**config.mk**
```make
export PLATFORM = sky130hd
export DESIGN_NAME = sm3_hash_engine_flat
export DESIGN_NICKNAME = d
export VERILOG_FILES = /design/src/sm3_pkg.sv /design/src/sm3_if.sv /design/src/sm3_datapath.sv /design/src/sm3_ctrl.sv /design/src/sm3_hash_engine.sv /design/src/flat_wrapper.sv
export SDC_FILE = /design/constraint.sdc
export NUM_CORES = 2
export LEC_CHECK = 0
export BUFFER_PORTS_ARGS = -buffer_cell sky130_fd_sc_hd__buf_4
export CAP_MARGIN = 20
export CORE_AREA = 2 2 425 427
export CTS_BUF_LIST = sky130_fd_sc_hd__clkbuf_2
export DETAILED_ROUTE_END_ITERATION = 10
export DIE_AREA = 0 0 427 429
export PLACE_DENSITY = 0.49
export SLEW_MARGIN = 20
export SYNTH_ARGS = -nofsm -noshare
export SYNTH_HDL_FRONTEND = slang
export SYNTH_HIERARCHICAL = 1
export SYNTH_SLANG_ARGS = --single-unit
export TNS_END_PERCENT = 10
```
**constraint.sdc**
```tcl
create_clock -name clk -period 8.9 [get_ports clk]
set_clock_uncertainty 0.05 [all_clocks]
set_input_delay 0.445 -clock clk [delete_from_list [all_inputs] [get_ports clk]]
set_output_delay 0.445 -clock clk [all_outputs]
set_load 0.01 [all_outputs]
```
**src/sm3_pkg.sv**
```systemverilog
`default_nettype none
package sm3_pkg;

  localparam logic [31:0] T_LOW    = 32'h79CC4519;
  localparam logic [31:0] T_HIGH   = 32'h7A879D8A;
  localparam logic [7:0]  PAD_MARK = 8'h80;

  localparam logic [255:0] IV = {
    32'h7380166F, 32'h4914B2B9, 32'h172442D7, 32'hDA8A0600,
    32'hA96F30BC, 32'h163138AA, 32'hE38DEE4D, 32'hB0FB0E4E
  };

  // byte source for the word being loaded into the schedule window
  typedef enum logic [1:0] {
    SRC_MSG  = 2'd0,
    SRC_ZERO = 2'd1,
    SRC_LEN  = 2'd2,
    SRC_BLK  = 2'd3   // full block, every byte from the buffer
  } word_src_t;

  typedef struct packed {
    logic      absorb;     // write byte into block buffer
    logic      init_round; // load working regs from chain, clear round count
    logic      load_word;  // shift one word into schedule window
    word_src_t src;
    logic      pad_mark;   // place 0x80 at the fill position
    logic      round;      // run one compression round
    logic      fold;       // xor working regs into chain
    logic      reset_chain;
    logic      add_block;  // total_bits += 512
    logic      snap_len;   // latch message length
  } dp_cmd_t;

  typedef struct packed {
    logic [5:0] fill;
    logic [5:0] round_idx;
    logic [3:0] word_idx;
  } dp_stat_t;

  function automatic logic [31:0] rotl(input logic [31:0] x, input logic [4:0] n);
    logic [63:0] d;
    d = {x, x} << n;
    return d[63:32];
  endfunction

  function automatic logic [31:0] p0(input logic [31:0] x);
    return x ^ rotl(x, 5'd9) ^ rotl(x, 5'd17);
  endfunction

  function automatic logic [31:0] p1(input logic [31:0] x);
    return x ^ rotl(x, 5'd15) ^ rotl(x, 5'd23);
  endfunction

endpackage
`default_nettype wire

```
**src/sm3_if.sv**
```systemverilog
`default_nettype none
interface sm3_in_if;
  logic       valid;
  logic       ready;
  logic       op;
  logic [7:0] msg_byte;
  modport source (output valid, op, msg_byte, input ready);
  modport sink   (input valid, op, msg_byte, output ready);
endinterface

interface sm3_out_if;
  logic        valid;
  logic        ready;
  logic [63:0] digest_word;
  logic        last_word;
  modport source (output valid, digest_word, last_word, input ready);
  modport sink   (input valid, digest_word, last_word, output ready);
endinterface
`default_nettype wire

```
**src/sm3_datapath.sv**
```systemverilog
`default_nettype none
module sm3_datapath
  import sm3_pkg::*;
(
  input  wire logic        clk,
  input  wire logic        rst,
  input  wire dp_cmd_t     cmd,
  input  wire logic [7:0]  msg_byte,
  input  wire logic [1:0]  out_sel,
  output dp_stat_t         stat,
  output logic [63:0]      digest
);

  logic [31:0]  buffer [16];  // block held as big-endian words
  logic [5:0]   fill;
  logic [63:0]  total_bits;
  logic [63:0]  length;
  logic [255:0] chain;
  logic [31:0]  a, b, c, d, e, f, g, h;
  logic [31:0]  w [16];   // w[j] .. w[j+15]
  logic [5:0]   round_idx;
  logic [3:0]   word_idx;
  logic [31:0]  tconst;

  // word currently loaded (full block, message, zero-padded, length)
  logic [31:0] load_w;
  always_comb begin
    logic [7:0] by [4];
    for (int k = 0; k < 4; k++) begin
      logic [5:0] pos;
      pos = {word_idx, 2'(k)};
      case (cmd.src)
        SRC_BLK:  by[k] = buffer[word_idx][8*(3-k) +: 8];
        SRC_MSG:  by[k] = (pos < fill) ? buffer[word_idx][8*(3-k) +: 8] :
                          ((pos == fill && cmd.pad_mark) ? PAD_MARK : 8'h00);
        SRC_ZERO: by[k] = (pos == fill && cmd.pad_mark) ? PAD_MARK : 8'h00;
        SRC_LEN:  by[k] = word_idx[0] ? length[8*(3-k) +: 8] : length[32+8*(3-k) +: 8];
        default:  by[k] = 8'h00;
      endcase
    end
    load_w = {by[0], by[1], by[2], by[3]};
  end

  logic [31:0] w_new, a12, ss1, ss2, ff, gg, tt1, tt2;
  always_comb begin
    w_new = p1(w[0] ^ w[7] ^ rotl(w[13], 5'd15)) ^ rotl(w[3], 5'd7) ^ w[10];
    tconst = (round_idx < 6'd16) ? T_LOW : T_HIGH;
    a12 = rotl(a, 5'd12);
    ss1 = rotl(a12 + e + rotl(tconst, round_idx[4:0]), 5'd7);
    ss2 = ss1 ^ a12;
    if (round_idx < 6'd16) begin
      ff = a ^ b ^ c;
      gg = e ^ f ^ g;
    end else begin
      ff = (a & b) | (a & c) | (b & c);
      gg = (e & f) | (~e & g);
    end
    tt1 = ff + d + ss2 + (w[0] ^ w[4]);
    tt2 = gg + h + ss1 + w[0];
  end

  always_ff @(posedge clk) begin
    if (cmd.absorb) buffer[fill[5:2]][8*(~fill[1:0]) +: 8] <= msg_byte;
  end

  always_ff @(posedge clk) begin
    if (cmd.load_word) begin
      w[15] <= load_w;
      for (int k = 0; k < 15; k++) w[k] <= w[k+1];
    end else if (cmd.round) begin
      w[15] <= w_new;
      for (int k = 0; k < 15; k++) w[k] <= w[k+1];
    end
    if (cmd.snap_len) length <= total_bits + {55'd0, fill, 3'd0};
    if (cmd.init_round) begin
      {a, b, c, d, e, f, g, h} <= chain;
    end else if (cmd.round) begin
      d <= c; c <= rotl(b, 5'd9); b <= a; a <= tt1;
      h <= g; g <= rotl(f, 5'd19); f <= e; e <= p0(tt2);
    end
  end

  always_ff @(posedge clk) begin
    if (rst) begin
      fill <= '0;
      total_bits <= '0;
      chain <= IV;
      round_idx <= '0;
      word_idx <= '0;
    end else begin
      if (cmd.absorb) fill <= fill + 6'd1;
      if (cmd.add_block) total_bits <= total_bits + 64'd512;
      if (cmd.init_round) begin
        round_idx <= '0;
        word_idx <= '0;
      end
      if (cmd.load_word) word_idx <= word_idx + 4'd1;
      if (cmd.round) round_idx <= round_idx + 6'd1;
      if (cmd.fold) chain <= chain ^ {a, b, c, d, e, f, g, h};
      if (cmd.reset_chain) begin
        chain <= IV;
        fill <= '0;
        total_bits <= '0;
      end
    end
  end

  assign stat = '{fill: fill, round_idx: round_idx, word_idx: word_idx};
  assign digest = chain[255 - 64*out_sel -: 64];

endmodule
`default_nettype wire

```
**src/sm3_ctrl.sv**
```systemverilog
`default_nettype none
module sm3_ctrl
  import sm3_pkg::*;
(
  input  wire logic       clk,
  input  wire logic       rst,
  input  wire logic       in_valid,
  input  wire logic       in_op,
  output logic            in_ready,
  output logic            out_valid,
  input  wire logic       out_ready,
  output logic [1:0]      out_sel,
  input  wire dp_stat_t   stat,
  output dp_cmd_t         cmd
);

  typedef enum logic [6:0] {
    S_IDLE = 7'b0000001,
    S_LOAD = 7'b0000010,
    S_RND  = 7'b0000100,
    S_FOLD = 7'b0001000,
    S_EMIT = 7'b0010000,
    S_PREP = 7'b0100000,
    S_LENC = 7'b1000000
  } state_t;

  // phase of the finishing pass
  typedef enum logic [1:0] {
    PH_DATA  = 2'd0,  // ordinary full block
    PH_PAD1  = 2'd1,  // block holding the pad mark (length too if it fits)
    PH_PAD2  = 2'd2   // extra block: zeros and length
  } phase_t;

  state_t state, state_next;
  phase_t phase, phase_next;
  logic   two_blk, two_blk_next;
  logic [1:0] sel_next;

  always_ff @(posedge clk) begin
    if (rst) begin
      state <= S_IDLE;
      phase <= PH_DATA;
      two_blk <= 1'b0;
      out_sel <= '0;
    end else begin
      state <= state_next;
      phase <= phase_next;
      two_blk <= two_blk_next;
      out_sel <= sel_next;
    end
  end

  always_comb begin
    cmd = '0;
    cmd.src = SRC_MSG;
    state_next = state;
    phase_next = phase;
    two_blk_next = two_blk;
    sel_next = out_sel;
    in_ready = 1'b0;
    out_valid = 1'b0;
    unique case (state)
      S_IDLE: begin
        in_ready = 1'b1;
        if (in_valid) begin
          if (!in_op) begin
            cmd.absorb = 1'b1;
            if (stat.fill == 6'd63) begin
              cmd.init_round = 1'b1;
              phase_next = PH_DATA;
              state_next = S_LOAD;
            end
          end else begin
            cmd.snap_len = 1'b1;
            state_next = S_PREP;
          end
        end
      end
      S_PREP: begin
        cmd.init_round = 1'b1;
        two_blk_next = (stat.fill > 6'd55);
        phase_next = PH_PAD1;
        state_next = S_LOAD;
      end
      S_LOAD: begin
        cmd.load_word = 1'b1;
        unique case (phase)
          PH_DATA: cmd.src = SRC_BLK;
          PH_PAD1: begin
            cmd.pad_mark = 1'b1;
            cmd.src = (!two_blk && stat.word_idx >= 4'd14) ? SRC_LEN : SRC_MSG;
          end
          PH_PAD2: cmd.src = (stat.word_idx >= 4'd14) ? SRC_LEN : SRC_ZERO;
          default: cmd.src = SRC_MSG;
        endcase
        if (stat.word_idx == 4'd15) state_next = S_RND;
      end
      S_RND: begin
        cmd.round = 1'b1;
        if (stat.round_idx == 6'd63) state_next = S_FOLD;
      end
      S_FOLD: begin
        cmd.fold = 1'b1;
        unique case (phase)
          PH_DATA: begin
            cmd.add_block = 1'b1;
            state_next = S_IDLE;
          end
          PH_PAD1: begin
            if (two_blk) begin
              phase_next = PH_PAD2;
              state_next = S_LENC;
            end else begin
              sel_next = '0;
              state_next = S_EMIT;
            end
          end
          default: begin
            sel_next = '0;
            state_next = S_EMIT;
          end
        endcase
      end
      S_LENC: begin
        cmd.init_round = 1'b1;
        state_next = S_LOAD;
      end
      S_EMIT: begin
        out_valid = 1'b1;
        if (out_ready) begin
          sel_next = out_sel + 2'd1;
          if (out_sel == 2'd3) begin
            cmd.reset_chain = 1'b1;
            state_next = S_IDLE;
          end
        end
      end
      default: state_next = S_IDLE;
    endcase
  end

endmodule
`default_nettype wire

```
**src/sm3_hash_engine.sv**
```systemverilog
`default_nettype none
// SM3 hash engine. Absorb transactions take one byte per cycle; the 64th byte of a
// block stalls input while the block is compressed (16 word loads, 64 rounds of
// the single round unit, one fold). A finish transaction compresses one padded
// block, or two when the pad mark falls beyond byte 55, then the digest leaves as
// four 64-bit words, most significant first, the last flagged by last_word. The
// engine then returns to the initial value for the next message.
module sm3_hash_engine
  import sm3_pkg::*;
(
  input wire logic clk,
  input wire logic rst,
  sm3_in_if.sink   in_ch,
  sm3_out_if.source out_ch
);

  dp_cmd_t    cmd;
  dp_stat_t   stat;
  logic [1:0] sel;
  logic [63:0] digest;

  sm3_ctrl u_ctrl (
    .clk, .rst,
    .in_valid (in_ch.valid),
    .in_op    (in_ch.op),
    .in_ready (in_ch.ready),
    .out_valid(out_ch.valid),
    .out_ready(out_ch.ready),
    .out_sel  (sel),
    .stat, .cmd
  );

  sm3_datapath u_dp (
    .clk, .rst, .cmd,
    .msg_byte(in_ch.msg_byte),
    .out_sel (sel),
    .stat, .digest
  );

  assign out_ch.digest_word = digest;
  assign out_ch.last_word   = (sel == 2'd3);

  a_no_overlap: assert property (@(posedge clk) disable iff (rst)
    !(in_ch.ready && out_ch.valid)) else $error("input taken while emitting");
  a_last_wraps: assert property (@(posedge clk) disable iff (rst)
    (out_ch.valid && out_ch.ready && out_ch.last_word) |=> !out_ch.valid)
    else $error("emit did not end after last word");
  a_round_cmd: assert property (@(posedge clk) disable iff (rst)
    !(cmd.round && cmd.load_word)) else $error("round and load together");

endmodule
`default_nettype wire
```
**src/flat_wrapper.sv**
```systemverilog
// flat-port wrapper written by rule: the top's interface ports become plain ports
module sm3_hash_engine_flat import sm3_pkg::*;
  (clk, rst, in_ch_valid, in_ch_op, in_ch_msg_byte, in_ch_ready, out_ch_valid, out_ch_digest_word, out_ch_last_word, out_ch_ready);
  sm3_in_if in_ch_i ();
  sm3_out_if out_ch_i ();
  input wire logic clk;
  input wire logic rst;
  input wire logic [$bits(in_ch_i.valid)-1:0] in_ch_valid;
  input wire logic [$bits(in_ch_i.op)-1:0] in_ch_op;
  input wire logic [$bits(in_ch_i.msg_byte)-1:0] in_ch_msg_byte;
  output wire logic [$bits(in_ch_i.ready)-1:0] in_ch_ready;
  output wire logic [$bits(out_ch_i.valid)-1:0] out_ch_valid;
  output wire logic [$bits(out_ch_i.digest_word)-1:0] out_ch_digest_word;
  output wire logic [$bits(out_ch_i.last_word)-1:0] out_ch_last_word;
  input wire logic [$bits(out_ch_i.ready)-1:0] out_ch_ready;
  assign in_ch_i.valid = in_ch_valid;
  assign in_ch_i.op = in_ch_op;
  assign in_ch_i.msg_byte = in_ch_msg_byte;
  assign in_ch_ready = in_ch_i.ready;
  assign out_ch_valid = out_ch_i.valid;
  assign out_ch_digest_word = out_ch_i.digest_word;
  assign out_ch_last_word = out_ch_i.last_word;
  assign out_ch_i.ready = out_ch_ready;
  sm3_hash_engine u_core (.clk(clk), .rst(rst), .in_ch(in_ch_i), .out_ch(out_ch_i));
endmodule
```
==> impl_summary.txt <==
----------------------------------------------------
[Min path]
  Cell count of the worst hold path ... 6
  Tightest Hold Check Type ... in2reg

[Timing]
  Crit path time final ... 8.59 ns
  Unrepaired setup endpoints after global routing ... true
  Measured slew at the worst slew-check pin ... 1.34 ns
  Final setup viols ... 0
  Rel. slew slack ... 10.4%
  Final hold violation count ... 0
  Fmax ... 0.116 GHz
  Number of max-slew violations in the final report ... 0
  Period Utilization, post-route ... 96.5%
  Final worst setup slack ... 0.308 ns

[Synth]
  EDFF count, synth ... 829
  Share of Yosys cell area claimed by the top area cell type ... 42.5%
  Synthesized instance count ... 4802
  Most used flip-flop cell after synthesis ... edfxtp_1
  Mapped cell area ... 0.0586 sq mm
  Register area share after synthesis ... 54.1%
  Nets in the synthesized netlist ... 5113
  Cell type contributing the most total cell area after synthesis ... edfxtp_1
  Synthesized area per cell ... 12.2 sq um
  Flip-flop and latch count after synthesis ... 1168
  Number of library cell types mapped by synthesis ... 89
  Largest cells by area after synthesis ... edfxtp_1 43%, dfxtp_1 12%, fa_1 6.4%, mux2_2 4.6%, xnor2_1 4.5%
  Syn. warnings ... 6
  Proportion of register bits with asynchronous set or reset after synthesis ... 0%

[Placed design]
  Post-placement worst setup slack ... -0.343 ns
  Placed Cells ... 7430
  Area post-placement ... 0.0644 sq mm
  Final HPWL from detailed placement ... 150000 um
  Number of buffers added on ports ... 71
  Routability congestion estimate ... 0.980

[Power]
  Leakage dissipation ... 25.5 nW
  IR drop worst, VDD ... 0.000381 V
  Sum of internal, switching and leakage power ... 19.3 mW
  Power per Cell Area ... 283 mW/mm^2

[Cells and area]
  Combined area of the multi-input logic cells ... 0.0257 sq mm
  Count of filler cells inserted in the layout ... 17.5k
  Fraction of final layout cells with drive strength greater than 1 ... 25.6%
  Area of all placed cells without fillers ... 0.0681 sq mm
  Most frequent cells in the layout ... 829 x edfxtp_1, 501 x clkbuf_2, 467 x buf_4
  Final cell count without fillers ... 8033
  Final core area utilization ... 38.3%
  Area growth syn-to-layout ... 16.3%
  Final-stage net count ... 5745
  Most common cell after layout, fill and taps aside ... edfxtp_1
  Sequential cell area ... 0.0317 sq mm

[Floorplanning]
  Y dimension of the die ... 429 um
  Starting utilization of the core area ... 32.9%
  Horizontal extent of the die ... 427 um
  Area enclosed by the die boundary ... 0.183 sq mm
  Row cnt ... 155
  I/O pin cnt ... 80
  Core footprint ... 0.178 sq mm

[Setup path]
  Max FO, Critical Path ... 6
  Data required time of the worst path ... 10.22 ns
  Worst Reg2Reg Path Length in Cells ... 37
  Data arrival time of the worst path ... 9.91 ns
  Cell type with the highest occurrence count on the critical path ... buf_4
  Category of the worst setup path capture point ... flip-flop
  Crit Path Category ... reg2reg
  Highest-delay cell along the critical path ... fa_1
  Launching element type of the critical path ... flip-flop
  Largest stage delay on the critical path ... 0.53 ns

[GRT]
  Wire length of the first global-routing pass ... 286000 um
  Pin count of the biggest net entering global routing ... 198
  Number of global-route vias before repair ... 39.7k
  Number of antenna violations at the first check in global routing ... 18
  GRT overflow ... 0
  GRT Util Overall ... 21.8%

[Routing]
  First drt pass iteration count ... 8
  Total DRC errors in the routed layout ... 0
  Drt initial violations ... 3887
  Antenna Violating Nets Remaining ... 0
  Aggregate routed wire length ... 202000 um
  Detailed-route wire length per cell ... 25.2 um
  Vias after detailed routing ... 40.6k
  Via density per instance ... 5.05

[CTS]
  Clock slew seen by the registers of the worst setup and hold paths ... 0.10 ns
  Clock tree root buffer cell ... clkbuf_2
  CTS Buffer Depth ... 4
  CTS Buf Count ... 335
  Clock Sinks ... 1168
  Count of H-tree levels built during CTS ... 5
  Later-pin clock latency in the skew report ... 1.75 ns
  Clock tree from TritonCTS ... yes

[Flow run]
  Reported max-cap violation count ... 0

[Status]
  Result of the run ... completed

----------------------------------------------------
cell families after synthesis:
kind of cell               after synthesis  synth area share, %
xor gates and xnor gates               597                 8.94
and+or+nand+nor                       1043                 8.27
buffers and inverters                  462                 3.05
AOI/OAI and AO/OA                      848                 8.40
DFF                                   1168                 54.1
adders and majority gates              300                 8.81
muxes                                  384                 8.44
registers in the layout, summed over array words and instances, names as in the netlist, 7 cells and up:
register,count
u_core/u_dp/g,32
u_core/u_ctrl/state,7
u_core/u_dp/chain,256
u_core/u_dp/b,32
u_core/u_dp/d,32
u_core/u_dp/h,32
u_core/u_dp/total_bits,55
u_core/u_dp/f,32
u_core/u_dp/length,61
u_core/u_dp/c,32
u_core/u_dp/a,32
u_core/u_dp/e,32
u_core/u_dp/w,512
critical path, delay by kind of cell, from the launching register on:
kind | cells | cell delay, ns
muxes | 1 | 0.30
adders and majority gates | 6 | 2.30
buffers and inverters | 7 | 0.94
xor gates and xnor gates | 4 | 0.63
DFF | 1 | 0.34
and+or+nand+nor | 5 | 0.99
AOI/OAI and AO/OA | 14 | 2.67
what timing repair did:
action / in CTS / in global routing
pin swaps: 12 / 72
resized for setup: 26 / 132
setup endpoints to repair: 48 / 49
setup buffers: 1 / 9
hold endpoints to repair: 272 / 0
hold buffers: 13 / 0
cell type report:
type                       instances  area share, %
antenna                            8         0.0294
sequential                      1168           46.5
clock inverter                    72          0.498
clock buffer                     501           3.68
tap                             2355           4.33
inverter                         262           1.48
multi-input combinational       3172           37.8
timing repair buffer             495           5.67
synthesized netlist by cell type (8+ instances only):
library cell and count:
a211oi_1 20, a21o_1 43, a21oi_1 281, a31oi_1 21, and3_1 149, and4_1 9
buf_1 22, clkbuf_1 167, dfxtp_1 339, edfxtp_1 829, fa_1 188, ha_1 110
inv_1 261, mux2_2 237, mux2i_1 83, mux4_2 64, nand2_1 324, nand2b_1 24
nand3_1 71, nand4_1 17, nor2_1 320, nor2b_1 15, nor3_1 56, o211ai_1 8
o21a_1 19, o21ai_0 338, o22ai_1 34, o31ai_1 10, or3_1 22, xnor2_1 300
xor2_1 296
path summary, 6_finish.rpt:
| path | startpoint | slack, ns | end |
|---|---|---|---|
| worst min register to register | u_core/u_dp/w[9][12] | 0.29 | u_core/u_dp/w[8][12] |
| worst max-delay path | u_core/u_dp/round_idx[4] | 0.31 | u_core/u_dp/e[28] |
| worst min-delay path | in_ch_valid | 0.27 | u_core/u_ctrl/state[0] |
| worst max register to register | u_core/u_dp/round_idx[4] | 0.31 | u_core/u_dp/e[28] |
per-stage QoR:
stage,hold slack (ns),TNS [ns]
2_1_floorplan,0.350,0
3_3_place_gp,0.350,-1.72
3_5_place_dp,0.355,-7.31
4_1_cts,0.0191,0
5_1_grt,0.158,-0.366
6_report,0.273,0
layer usage:
layer | track usage [%] | vias up | wire [um]
li1 | - | 18600 | -
met1 | 29.2 | 20300 | 88300
met2 | 34.5 | 1368 | 93600
met3 | 3.77 | 330 | 11600
met4 | 9.55 | 6 | 8590
met5 | 0 | - | 41
power by group:
group          internal, mW  switching (mW)
sequential             6.21           0.101
combinational          4.31            4.79
clock                  1.54            2.35
No activity file was read; power rests on OpenSTA's default activity.
